===== config.mk =====
export PLATFORM = sky130hd
export DESIGN_NAME = bbs_ram
export DESIGN_NICKNAME = d
export VERILOG_FILES = /design/src/hdl/bbs_ram.sv
export SDC_FILE = /design/constraint.sdc
export NUM_CORES = 1
export LEC_CHECK = 0
export ABC_AREA = 0
export BUFFER_PORTS_ARGS = -buffer_cell sky130_fd_sc_hd__buf_2
export CAP_MARGIN = 25
export CORE_MARGIN = 4
export CORE_UTILIZATION = 51
export CTS_CLUSTER_DIAMETER = 80
export DETAILED_ROUTE_END_ITERATION = 16
export GPL_ROUTABILITY_DRIVEN = 0
export GPL_TIMING_DRIVEN = 0
export PLACE_DENSITY_LB_ADDON = 0.05
export SLEW_MARGIN = 20
export SYNTH_ARGS = -nofsm -noshare
export SYNTH_HDL_FRONTEND = slang
export SYNTH_SLANG_ARGS = --single-unit

===== constraint.sdc =====
create_clock -name aclk -period 3.7 [get_ports aclk]
set_input_delay 0.555 -clock aclk [delete_from_list [all_inputs] [get_ports aclk]]
set_output_delay 0.555 -clock aclk [all_outputs]
set_load 0.1 [all_outputs]

===== src/hdl/bbs_ram.sv =====
module bbs_ram #(
    parameter int WIDTH = 24,
    parameter int DEPTH = 64
) (
    input  logic                     aclk,
    input  logic                     we,
    input  logic [$clog2(DEPTH)-1:0] waddr,
    input  logic [WIDTH-1:0]         wdata,
    input  logic [$clog2(DEPTH)-1:0] raddr,
    output logic [WIDTH-1:0]         rdata
);
    logic [WIDTH-1:0] mem [DEPTH];

    always_ff @(posedge aclk) begin
        if (we) begin
            mem[waddr] <= wdata;
        end
        rdata <= mem[raddr];
    end
endmodule


==> results.json <==
{
  "status": "finished clean",
  "cts_resized": 0,
  "grt_pass1_wl_mm": 221.2,
  "post_cts_buffers": 0,
  "dr.first_iter.drc_count": 3569,
  "cellInternalPower_mw": 29.45,
  "clkPwrFrac_pct": 41.6,
  "num_vias": 28675,
  "synth_compound_area_share_pct": 2.441,
  "yosys.area_share.adder_pct": 0,
  "crit_arrival_ns": 4.11,
  "path_clk_slew_ns": 0.06,
  "yosysSeqAreaShare_pct": 78.60,
  "initial_core_util_pct": 51.65,
  "slowest_stage": "clkbuf_1",
  "maxSlewViolCount": 0,
  "vias_per_cell": 6.302,
  "ir_drop_mv": 0.5538,
  "leakagePower_nw": 21.74,
  "finalWirelength_mm": 157.1,
  "multi_input_area_sq_um": 12410,
  "maxSlewHeadroom_pct": 21.95,
  "grt_pass1_vias": 28935,
  "switching_share_pct": 21.45,
  "clock_sinks": 1560,
  "cp_common_cell": "buf_2",
  "dp_hpwl_mm": 102.4,
  "cpLargestDelayFamily": "buffers and inverters",
  "worst_clock_skew_ns": 0.01609,
  "switchingPower_mw": 8.043,
  "drc_errors": 0,
  "htree_levels": 4,
  "drv_cap": 0,
  "finalCritPeriodShare_pct": 92.86,
  "hold_buffers": 0,
  "synth_edf_count": 1536,
  "die_w_microns": 349.0,
  "overflow": 0,
  "rsz0062_at_grt": "false",
  "pwr-share-comb_pct": 6.1,
  "synthXorXnorAreaFrac_pct": 0,
  "final_core_util_pct": 60.01,
  "slowest_delay_ns": 0.78,
  "setup_viol": 0,
  "fmax_mhz": 291.0,
  "totalNegativeSetupSlack_ns": 0,
  "synth.most_common_cell": "edfxtp_1",
  "dieArea_sq_um": 121800,
  "drive_above_1_share_pct": 30.56,
  "grt_max_degree": 65,
  "async_flop_share_pct": 0,
  "io_buffers": 54,
  "io_pins": 62,
  "cp_max_fo": 10,
  "syn-mean-instance-area_sq_um": 22.72,
  "drt_pre_antenna_iters": 5,
  "syn_to_final_growth_pct": 16.20,
  "endpoint_kind": "flop",
  "yosys-top-cells-count": "edfxtp_1 (1536), mux4_2 (355), mux2i_1 (95)",
  "yosys.area_share.simple_pct": 1.557,
  "yosys_warnings": 0,
  "nets": 2950,
  "hold_viol": 0,
  "synthMuxAreaShare_pct": 16.09,
  "grt.total_usage_pct": 26.17,
  "synth_top_family_by_area": "multiplexers",
  "cts_tree": "yes",
  "num_rows": 124,
  "power_density_nw_per_um2": 544.2,
  "period_needed_ns": 3.436,
  "crit_chain": "buf_2, buf_2, buf_2, clkbuf_1, clkbuf_1, a221oi_1, buf_4, a31oi_1, o21a_1",
  "hp-class": "in -> reg",
  "synth.area.top_cells": "edfxtp_1 (78%), mux4_2 (13%), mux2i_1 (1.6%)",
  "ant_nets": 0,
  "critPathKind": "in -> reg",
  "core_area_sq_um": 114800,
  "clk_latency_ns": 0.74,
  "p_seq_share_pct": 52.3,
  "worst_pin_slew_ns": 1.171,
  "antenna_found_initial": 9,
  "cts_buffers": 160,
  "fin_total_pwr_mw": 37.49,
  "fillers": 8122,
  "die_h_microns": 349.0,
  "root_buffer": "clkbuf_16",
  "netlist_area_sq_um": 59300,
  "synth-main-ff-cell": "edfxtp_1",
  "startpoint_type": "input pin",
  "regArea_sq_um": 46600,
  "netlist.area_leader.share_pct": 77.79,
  "syn-num-nets": 2648,
  "clk_path_buf_depth": 3,
  "crit_buf_inv": 6,
  "ys_seq_elements": 1560,
  "synth_top_cell_by_area": "edfxtp_1",
  "timing.hold.ws_ns": 0.3570,
  "synth.distinct_cells": 40,
  "setup_slack_ns": 0.2640,
  "synth_cells": 2610,
  "place_ws_ns": -0.5899,
  "crit_required_ns": 4.37,
  "routedWlPerCell_microns": 34.53
}
-- per-layer routing --
layer | track usage [%] | vias up | share of wire [%]
li1 | - | 11754 | -
met1 | 37.01 | 15309 | 40
met2 | 40.49 | 1374 | 47
met3 | 6.846 | 238 | 9.7
met4 | 8.499 | 0 | 3.2
met5 | 0 | - | 0
-- worst paths after layout --
kind / startpoint / endpoint / slack (ns) / depth (start not counted)
setup / recovery: raddr[1] / rdata[13] / 0.26 / 9
hold / removal: wdata[17] / mem[46][17] / 0.36 / 1
setup reg to reg: mem[39][1] / rdata[1] / 0.99 / 5
hold reg to reg: mem[36][22] / rdata[22] / 0.98 / 4
-- state kept, by name, indices dropped and copies added (netlist names) --
name,flops
mem,1536
rdata,24
-- cell usage in the layout, fill, tap and decap left out, types with 3 or more instances in the layout --
master,n
nand3b_1,3
clkbuf_16,171
o21ai_0,12
a221oi_1,51
nor2_1,18
a21oi_1,22
and2_1,3
buf_16,45
mux2i_1,95
buf_12,16
inv_6,3
nand2b_1,6
clkbuf_1,70
or2_2,3
mux4_2,355
or3_1,10
or3b_2,3
mux2_2,53
edfxtp_1,1536
buf_6,16
nand3_1,18
o21a_1,13
clkbuf_4,3
nor2_4,62
dfxtp_1,24
a31oi_1,13
o22ai_1,52
nor2b_1,9
buf_2,81
and3_1,16
a22oi_1,29
o21ai_1,6
buf_4,63
diode_2,5
clkinv_2,30
clkinv_1,40
a221o_1,4
buf_1,12
nand2_1,36
bufinv_16,12
-- per-stage QoR --
stage | area, sq um | std cells
after floorplan | 59300 | 2610
after global placement | 61460 | 4176
after detailed placement | 63730 | 4256
after CTS | 68820 | 4539
after global routing | 68890 | 4545
final | 68900 | 4550
-- area by class of cell --
cell class,instances,area share (%)
clock inverter,85,1.015
timing repair buffer,140,3.062
buffer,142,1.119
antenna,5,0.01816
inverter,2,0.01090
multi-input combinational,906,18.01
sequential,1560,67.64
clock buffer,198,6.372
tap,1512,2.746
-- kinds of logic after synthesis --
group	after synthesis
multiplexers	503
AND/OR/NAND/NOR	196
flip-flops	1560
AO/OA/AOI/OAI	207
buffers and inverters	144
-- power groups by stage --
stage               clock, mW  combinational [mW]  sequential (mW)
floorplan                   0               0.966             20.2
global placement            0                2.17             20.0
detailed placement          0                2.27             20.0
CTS                      15.9                2.28             19.6
global route             16.7                2.37             19.6
finish                   15.6                2.28             19.6
No activity file was read; power rests on OpenSTA's default activity.
